File: src/sv/flp_pkg.sv
`timescale 1ns / 1ps
`default_nettype none

package flp_pkg;

  localparam int unsigned ByteW   = 8;
  localparam int unsigned SumW    = 16;
  localparam int unsigned PktCntW = 9;
  localparam int unsigned WppW    = 8;
  localparam int unsigned PaddrW  = 3;
  localparam int unsigned PdataW  = 32;

  localparam logic [ByteW-1:0]  HeaderHi = 8'h7F;
  localparam logic [ByteW-1:0]  HeaderLo = 8'hFF;
  localparam logic [WppW-1:0]   WppReset = 8'd9;

  localparam logic [PaddrW-1:0] AddrWpp  = 3'd0;

  typedef struct packed {
    logic             hdr;
    logic             csum;
    logic [ByteW-1:0] data;
    logic [SumW-1:0]  sum;
  } cmd_t;

  localparam int unsigned CmdW = $bits(cmd_t);

  typedef enum logic [5:0] {
    ST_FIRST  = 6'b000001,
    ST_HDR_HI = 6'b000010,
    ST_HDR_LO = 6'b000100,
    ST_DATA   = 6'b001000,
    ST_SUM_HI = 6'b010000,
    ST_SUM_LO = 6'b100000
  } phase_e;

endpackage

`default_nettype wire

File: src/sv/flp_front.sv
`timescale 1ns / 1ps
`default_nettype none

module flp_front #(
  parameter int unsigned BLOCK_BYTES = 256
) (
  input  wire                          clk_i,
  input  wire                          rst_ni,
  input  wire                          accept_i,
  input  wire  [flp_pkg::ByteW-1:0]    data_i,
  input  wire  [flp_pkg::WppW-1:0]     wpp_i,
  output flp_pkg::cmd_t                cmd_o
);

  localparam int unsigned BlkW = (BLOCK_BYTES > 2) ? $clog2(BLOCK_BYTES) : 1;
  localparam logic [BlkW-1:0] BlkLast = BlkW'(BLOCK_BYTES - 1);

  logic [flp_pkg::PktCntW-1:0] pkt_cnt_q, pkt_cnt_d;
  logic [flp_pkg::SumW-1:0]    sum_q, sum_d;
  logic [BlkW-1:0]             blk_cnt_q, blk_cnt_d;

  logic                        raw;
  logic [flp_pkg::PktCntW-1:0] limit;
  logic [flp_pkg::PktCntW-1:0] pkt_cnt_inc;
  logic [flp_pkg::SumW-1:0]    sum_inc;
  logic                        pkt_done;
  logic                        blk_end;

  always_comb begin
    raw         = (wpp_i <= flp_pkg::WppW'(1));
    limit       = {wpp_i, 1'b0};
    pkt_cnt_inc = pkt_cnt_q + flp_pkg::PktCntW'(1);
    sum_inc     = sum_q + flp_pkg::SumW'(data_i);
    pkt_done    = !raw && (pkt_cnt_inc >= limit);
    blk_end     = (blk_cnt_q == BlkLast);

    cmd_o.hdr  = !raw && (pkt_cnt_q == '0);
    cmd_o.csum = pkt_done;
    cmd_o.data = data_i;
    cmd_o.sum  = sum_inc;

    pkt_cnt_d = pkt_cnt_q;
    sum_d     = sum_q;
    if (!raw) begin
      pkt_cnt_d = pkt_done ? '0 : pkt_cnt_inc;
      sum_d     = pkt_done ? '0 : sum_inc;
    end
    blk_cnt_d = blk_cnt_q + BlkW'(1);
    if (blk_end) begin
      blk_cnt_d = '0;
      pkt_cnt_d = '0;
      sum_d     = '0;
    end
  end

  always_ff @(posedge clk_i or negedge rst_ni) begin
    if (!rst_ni) begin
      pkt_cnt_q <= '0;
      sum_q     <= '0;
      blk_cnt_q <= '0;
    end else if (accept_i) begin
      pkt_cnt_q <= pkt_cnt_d;
      sum_q     <= sum_d;
      blk_cnt_q <= blk_cnt_d;
    end
  end

endmodule

`default_nettype wire

File: src/sv/flp_queue.sv
`timescale 1ns / 1ps
`default_nettype none

module flp_queue #(
  parameter int unsigned DEPTH = 4
) (
  input  wire            clk_i,
  input  wire            rst_ni,
  input  wire            push_i,
  input  flp_pkg::cmd_t  push_cmd_i,
  output logic           full_o,
  input  wire            pop_i,
  output logic           valid_o,
  output flp_pkg::cmd_t  head_o
);

  localparam int unsigned PtrW = (DEPTH > 2) ? $clog2(DEPTH) : 1;
  localparam int unsigned CntW = $clog2(DEPTH + 1);
  localparam logic [PtrW-1:0] PtrLast = PtrW'(DEPTH - 1);

  flp_pkg::cmd_t   mem_q [DEPTH];
  logic [PtrW-1:0] wr_ptr_q, wr_ptr_d;
  logic [PtrW-1:0] rd_ptr_q, rd_ptr_d;
  logic [CntW-1:0] cnt_q, cnt_d;
  logic            do_push, do_pop;

  always_comb begin
    full_o  = (cnt_q == CntW'(DEPTH));
    valid_o = (cnt_q != '0);
    head_o  = mem_q[rd_ptr_q];
    do_push = push_i && !full_o;
    do_pop  = pop_i && valid_o;

    wr_ptr_d = wr_ptr_q;
    rd_ptr_d = rd_ptr_q;
    cnt_d    = cnt_q;
    if (do_push) begin
      wr_ptr_d = (wr_ptr_q == PtrLast) ? '0 : wr_ptr_q + PtrW'(1);
    end
    if (do_pop) begin
      rd_ptr_d = (rd_ptr_q == PtrLast) ? '0 : rd_ptr_q + PtrW'(1);
    end
    if (do_push && !do_pop) begin
      cnt_d = cnt_q + CntW'(1);
    end else if (do_pop && !do_push) begin
      cnt_d = cnt_q - CntW'(1);
    end
  end

  always_ff @(posedge clk_i or negedge rst_ni) begin
    if (!rst_ni) begin
      wr_ptr_q <= '0;
      rd_ptr_q <= '0;
      cnt_q    <= '0;
    end else begin
      wr_ptr_q <= wr_ptr_d;
      rd_ptr_q <= rd_ptr_d;
      cnt_q    <= cnt_d;
    end
  end

  always_ff @(posedge clk_i) begin
    if (do_push) begin
      mem_q[wr_ptr_q] <= push_cmd_i;
    end
  end

endmodule

`default_nettype wire

File: src/sv/flp_back.sv
`timescale 1ns / 1ps
`default_nettype none

module flp_back (
  input  wire                        clk_i,
  input  wire                        rst_ni,
  input  wire                        cmd_valid_i,
  input  flp_pkg::cmd_t              cmd_i,
  output logic                       cmd_pop_o,
  output logic                       m_tvalid_o,
  input  wire                        m_tready_i,
  output logic [flp_pkg::ByteW-1:0]  m_tdata_o,
  output logic                       m_tlast_o
);

  flp_pkg::phase_e             state_q, state_d;
  flp_pkg::phase_e             phase;
  logic                        valid_q;
  logic [flp_pkg::ByteW-1:0]   byte_q, byte_d;
  logic                        last_q, last_d;
  logic                        advance;

  always_comb begin
    advance = cmd_valid_i && (!valid_q || m_tready_i);

    if (state_q == flp_pkg::ST_FIRST) begin
      phase = cmd_i.hdr ? flp_pkg::ST_HDR_HI : flp_pkg::ST_DATA;
    end else begin
      phase = state_q;
    end

    byte_d  = cmd_i.data;
    last_d  = 1'b0;
    state_d = state_q;
    case (phase)
      flp_pkg::ST_HDR_HI: begin
        byte_d  = flp_pkg::HeaderHi;
        state_d = flp_pkg::ST_HDR_LO;
      end
      flp_pkg::ST_HDR_LO: begin
        byte_d  = flp_pkg::HeaderLo;
        state_d = flp_pkg::ST_DATA;
      end
      flp_pkg::ST_DATA: begin
        byte_d  = cmd_i.data;
        last_d  = !cmd_i.csum;
        state_d = cmd_i.csum ? flp_pkg::ST_SUM_HI : flp_pkg::ST_FIRST;
      end
      flp_pkg::ST_SUM_HI: begin
        byte_d  = cmd_i.sum[flp_pkg::SumW-1:flp_pkg::ByteW];
        state_d = flp_pkg::ST_SUM_LO;
      end
      flp_pkg::ST_SUM_LO: begin
        byte_d  = cmd_i.sum[flp_pkg::ByteW-1:0];
        last_d  = 1'b1;
        state_d = flp_pkg::ST_FIRST;
      end
      default: begin
        state_d = flp_pkg::ST_FIRST;
      end
    endcase

    cmd_pop_o  = advance && last_d;
    m_tvalid_o = valid_q;
    m_tdata_o  = byte_q;
    m_tlast_o  = last_q;
  end

  always_ff @(posedge clk_i or negedge rst_ni) begin
    if (!rst_ni) begin
      state_q <= flp_pkg::ST_FIRST;
      valid_q <= 1'b0;
    end else begin
      if (advance) begin
        state_q <= state_d;
        valid_q <= 1'b1;
      end else if (m_tready_i) begin
        valid_q <= 1'b0;
      end
    end
  end

  always_ff @(posedge clk_i) begin
    if (advance) begin
      byte_q <= byte_d;
      last_q <= last_d;
    end
  end

endmodule

`default_nettype wire

File: src/sv/flash_log_packetizer.sv
`timescale 1ns / 1ps
`default_nettype none

// channel   direction  transaction
// s_axis    in         one logged data byte
// m_axis    out        one link byte (header, data or checksum), tlast on the last per input
// apb       in         register write or read, words_per_packet at address 0
//
// an input byte is taken every cycle while the command queue has room
// the output gives one byte per cycle with the sink ready: 1 per raw or mid-packet byte,
// 3 at packet start or end; a checksum needs 4+ data bytes, so no input causes more than 3
// the output byte register is the limit; the front runs ahead by QUEUE_DEPTH commands
// reset clears counters, sum, queue and output, and sets words_per_packet to 9

module flash_log_packetizer #(
  parameter int unsigned BLOCK_BYTES = 256,
  parameter int unsigned QUEUE_DEPTH = 4
) (
  input  wire                          clk_i,
  input  wire                          rst_ni,
  input  wire                          s_axis_tvalid_i,
  output logic                         s_axis_tready_o,
  input  wire  [7:0]                   s_axis_tdata_i,  // data_byte
  output logic                         m_axis_tvalid_o,
  input  wire                          m_axis_tready_i,
  output logic [7:0]                   m_axis_tdata_o,  // out_byte
  output logic                         m_axis_tlast_o,  // last_of_run
  input  wire                          psel_i,
  input  wire                          penable_i,
  input  wire                          pwrite_i,
  input  wire  [flp_pkg::PaddrW-1:0]   paddr_i,
  input  wire  [flp_pkg::PdataW-1:0]   pwdata_i,
  output logic [flp_pkg::PdataW-1:0]   prdata_o,
  output logic                         pready_o
);

  logic [flp_pkg::WppW-1:0] wpp_q;
  logic                     in_accept;
  logic                     q_full;
  logic                     q_valid;
  logic                     q_pop;
  flp_pkg::cmd_t            front_cmd;
  flp_pkg::cmd_t            head_cmd;

  assign pready_o        = 1'b1;
  assign s_axis_tready_o = !q_full;
  assign in_accept       = s_axis_tvalid_i && !q_full;

  always_comb begin
    prdata_o = '0;
    if (paddr_i == flp_pkg::AddrWpp) begin
      prdata_o = flp_pkg::PdataW'(wpp_q);
    end
  end

  always_ff @(posedge clk_i or negedge rst_ni) begin
    if (!rst_ni) begin
      wpp_q <= flp_pkg::WppReset;
    end else if (psel_i && penable_i && pwrite_i && (paddr_i == flp_pkg::AddrWpp)) begin
      wpp_q <= pwdata_i[flp_pkg::WppW-1:0];
    end
  end

  flp_front #(
    .BLOCK_BYTES(BLOCK_BYTES)
  ) u_front (
    .clk_i   (clk_i),
    .rst_ni  (rst_ni),
    .accept_i(in_accept),
    .data_i  (s_axis_tdata_i),
    .wpp_i   (wpp_q),
    .cmd_o   (front_cmd)
  );

  flp_queue #(
    .DEPTH(QUEUE_DEPTH)
  ) u_queue (
    .clk_i     (clk_i),
    .rst_ni    (rst_ni),
    .push_i    (in_accept),
    .push_cmd_i(front_cmd),
    .full_o    (q_full),
    .pop_i     (q_pop),
    .valid_o   (q_valid),
    .head_o    (head_cmd)
  );

  flp_back u_back (
    .clk_i      (clk_i),
    .rst_ni     (rst_ni),
    .cmd_valid_i(q_valid),
    .cmd_i      (head_cmd),
    .cmd_pop_o  (q_pop),
    .m_tvalid_o (m_axis_tvalid_o),
    .m_tready_i (m_axis_tready_i),
    .m_tdata_o  (m_axis_tdata_o),
    .m_tlast_o  (m_axis_tlast_o)
  );

endmodule

`default_nettype wire
File: config.mk
export PLATFORM = sky130hd
export DESIGN_NAME = flash_log_packetizer
export DESIGN_NICKNAME = d
export VERILOG_FILES = /design/src/sv/flp_pkg.sv /design/src/sv/flp_front.sv /design/src/sv/flp_queue.sv /design/src/sv/flp_back.sv /design/src/sv/flash_log_packetizer.sv
export SDC_FILE = /design/constraint.sdc
export NUM_CORES = 1
export LEC_CHECK = 0
export BUFFER_PORTS_ARGS = -buffer_cell sky130_fd_sc_hd__buf_2
export CELL_PAD_IN_SITES_DETAIL_PLACEMENT = 0
export CELL_PAD_IN_SITES_GLOBAL_PLACEMENT = 2
export CORE_MARGIN = 1
export CORE_UTILIZATION = 35
export DETAILED_ROUTE_END_ITERATION = 8
export GPL_TIMING_DRIVEN = 1
export PLACE_DENSITY = 0.78
export SLEW_MARGIN = 20
export SYNTH_ARGS = -nofsm -noshare
export SYNTH_HDL_FRONTEND = slang
export SYNTH_SLANG_ARGS = --single-unit
File: constraint.sdc
create_clock -name clk_i -period 5.6 [get_ports clk_i]
set_input_delay 0.84 -clock clk_i [delete_from_list [all_inputs] [get_ports clk_i]]
set_output_delay 0.84 -clock clk_i [all_outputs]
set_load 0.02 [all_outputs]
==> impl_results.md <==
- Post-Route WL: 15.2 mm
- CTS resizes: 0
- Library cell with the largest summed area after synthesis: edfxtp_1
- Critical path class: reg -> reg
- Detailed placement HPWL: 10.3 mm
- Antenna violations before repair: 0
- Routed via count: roughly 4,600
- Sequential fraction of the synthesis area: between 60% and 70%
- Final Power: 4790 uW
- Setup total negative slack: 0 ns
- CP arrival: between 3 and 4 ns
- Area of the mapped netlist: ~0.0078 mm2
- DRC violation total after the first TritonRoute iteration: 329
- Fin Clk Skew: ~0.008 ns
- Maximum fanout along the worst path: 22
- Worst slew slack as a fraction of its limit: 38.4%
- Worst-case clock buffer depth: 2
- Slew at the pin with the worst max-slew slack: about 0.92 ns
- Drt pass-1 iters: 4
- Leakage power: 0.00346 uW
- Die Height: 152 um
- GR Overflow Total: 0
- # Max-Cap Violations: 0
- Post-route clock period utilization: approximately three fifths
- Setup violators final: 0
- Die area: roughly 0.023 mm2
- Final critical path time including I/O delays and setup: between 3 and 4 ns
- Critical-path cell list: ha_1 -> nand3_1 -> or2_1 -> xnor2_1 -> ha_1 -> a211oi_1 -> nand2_1 -> o311ai_2 -> buf_4 -> and2_1 -> a22o_1
- Share of synthesized registers carrying an async set or reset: 32.3%
- # nets final: 693
- Stage delay of the slowest cell on the critical path: ~0.55 ns
- Root buffer cell: clkbuf_16
- CP Data Required Time: a little under 6 ns
- Synthesized netlist cell count: 564
- WHS Path Cells: 1
- R2r worst-path depth: 11
- Total number of placement rows: 54
- Remaining design rule violation count: 0
- Cell seen most often among critical-path stages: ha_1
- Wire length of the first global-routing pass: 24.2 mm
- Count of boundary I/O pins: 94
- Share of cells above drive strength 1: between 10% and 20%
- Category of the worst setup path launch point: register
- Die width: 152 um
- Upper clock frequency limit: 294 MHz
- Worst skew pair latency: 0.43 ns
- Num CTS Buffers: 17
- Most frequently used flop master after synthesis: edfxtp_1
- Hold violation count in the final report: 0
- Setup repair after global routing missed its margin: false
- Number of inserted filler cells in the final layout: 2,024
- Effective utilization at floorplan: 35.8%
- Biggest area contributors in the synthesized netlist: edfxtp_1, dfrtp_1, mux4_2, ha_1, buf_4
- Number of sinks on the clock net: 167
- Yosys synthesis warning count: 0
- Buffer count from post-CTS setup fixing: 0
- Final estimated routing congestion in global placement: 0.752
- Global-route total usage across every layer: between 10 and 15%
- DR WL/cell: 16.8 um
- Area inside the core boundary: 0.0219 mm2
- Vias in the first global route: 4,713
- Vias/cell: 5.11
- Worst hold-check path type: reg -> reg
- Count of input and output buffers: 44
- Peak VDD IR: 0.195 mV
- Clock transition at the registers of the reported paths: approximately 0.070 ns
- Outcome: finished clean
- Post-place instance area: 0.00828 mm2
- Number of flops mapped to enable cells by yosys: roughly 110
- Number of pins with negative max-slew slack in the final report: 0
- Number of buffers inserted by hold repair at cts: 0
- PD cells: 540 mW/mm2
- Average cell area after synthesis: ~14 um2
- Maximum number of pins on one net before global-route repair: 55
- Area growth, synth to finish: 13.4%
- Distinct cell type count of the synthesized netlist: 66
- Cell type of the slowest stage on the worst timing path: and2_1
- Detail Route Antenna Nets: 0
- Final non-filler cell area: 0.00889 mm2
- Ant. Diodes: 0
- Count of state elements after synthesis: 167
- Type of destination of the critical path: register
- TritonCTS clock tree: yes
- Deepest level of the CTS H-tree: 4
- Top-area cell type share of the netlist area: 43.3%
per-stage QoR:
stage | setup slack, ns | utilization, % | hold WS [ns] | cells
global route | 1.92 | 40.6 | 0.513 | 909
CTS | 2.15 | 40.6 | 0.477 | 909
finish | 2.20 | 40.6 | 0.470 | 909
global placement | 2.23 | 37.8 | 0.462 | 877
detailed placement | 2.18 | 37.8 | 0.463 | 877
floorplan | 2.78 | - | 0.446 | 587
kinds of logic (layout without fill, tap and decap cells):
logic type | Yosys count | count (layout) | synth area share, %
xor gates and xnor gates | 27 | 27 | 3.02
AOI/OAI and AO/OA | 98 | 98 | 8.75
other | 2 | 25 | 0.0958
adders and majority gates | 27 | 27 | 4.50
buffers and inverters | 68 | 110 | 4.98
muxes | 31 | 31 | 8.56
DFF | 167 | 167 | 60.6
and+or+nand+nor | 144 | 144 | 9.53
where the power goes:
group          internal (uW)  total (uW)  switching [uW]
Clock                    640        1170             527
Sequential              1820        2010             191
Combinational            673        1620             946
Total                   3130        4790            1660
final timing paths:
path	from	end	slack, ns
max	u_front.pkt_cnt_q[0]	u_front.sum_q[3]	2.20
min	u_front.blk_cnt_q[4]	u_front.blk_cnt_q[4]	0.47
max reg2reg	u_front.pkt_cnt_q[0]	u_front.sum_q[3]	2.20
min reg2reg	u_front.blk_cnt_q[4]	u_front.blk_cnt_q[4]	0.47
max in group asynchronous	rst_ni	u_back.state_q[5]	4.56
min in group asynchronous	rst_ni	wpp_q[2]	0.56
final cells by class:
type	count	area (um2)	share of cell area (%)
Sequential cell	167	4750	53.4
Multi-Input combinational cell	352	2800	31.5
Clock buffer	17	425	4.79
Tap cell	280	350	3.94
Timing Repair Buffer	53	288	3.24
Clock inverter	15	181	2.04
Inverter	25	93.8	1.06
sequential cells by signal, summed over array words and instances, names as in the netlist:
signal	count
u_queue.wr_ptr_q	2
u_front.blk_cnt_q	8
u_front.pkt_cnt_q	9
u_back.m_tlast_o	1
u_queue.rd_ptr_q	2
u_back.m_tvalid_o	1
u_queue.cnt_q	3
u_back.state_q	5
u_front.sum_q	16
wpp_q	8
u_queue.mem_q	104
u_back.m_tdata_o	8
layer usage:
layer  up-vias  wire [um]  track usage, %
met5         -          0               0
met4         0        243            6.24
met3        17        642            2.69
met2        92       7750            23.8
met1      2337       6590            17.7
li1       2201          -               -
Yosys cell counts (13+ instances only):
library cell and number:
a31oi_1 13, and2_1 14, buf_4 25, nand2_1 48
nor2_1 15, a22o_1 13, xnor2_1 19, nand3_1 20
inv_1 24, edfxtp_1 113, mux4_2 20, dfrtp_1 51
ha_1 25
cells in the final DEF, fill, tap and decap left out, types with 7 or more instances in the layout:
cell,instances
a21oi_1,8
inv_1,24
edfxtp_1,113
o21ai_0,12
xor2_1,8
conb_1,25
and2_1,14
nor2_1,15
a22o_1,13
a22oi_1,7
clkbuf_16,17
a31oi_1,13
nand2_1,48
o21ai_1,7
ha_1,25
dfrtp_1,51
buf_2,44
mux4_2,20
buf_4,9
nand3_1,20
and3_1,9
xnor2_1,19
worst max-delay path, delay by kind of cell (launching register included):
| family | cells | cell delay, ns |
|---|---|---|
| flip-flops | 1 | 0.44 |
| XOR/XNOR | 1 | 0.15 |
| buffers and inverters | 1 | 0.30 |
| adder cells (fa/ha/maj) | 2 | 0.56 |
| AO/OA/AOI/OAI | 3 | 0.77 |
| AND/OR/NAND/NOR | 4 | 1.10 |
Power figures use the tool's default switching activity.
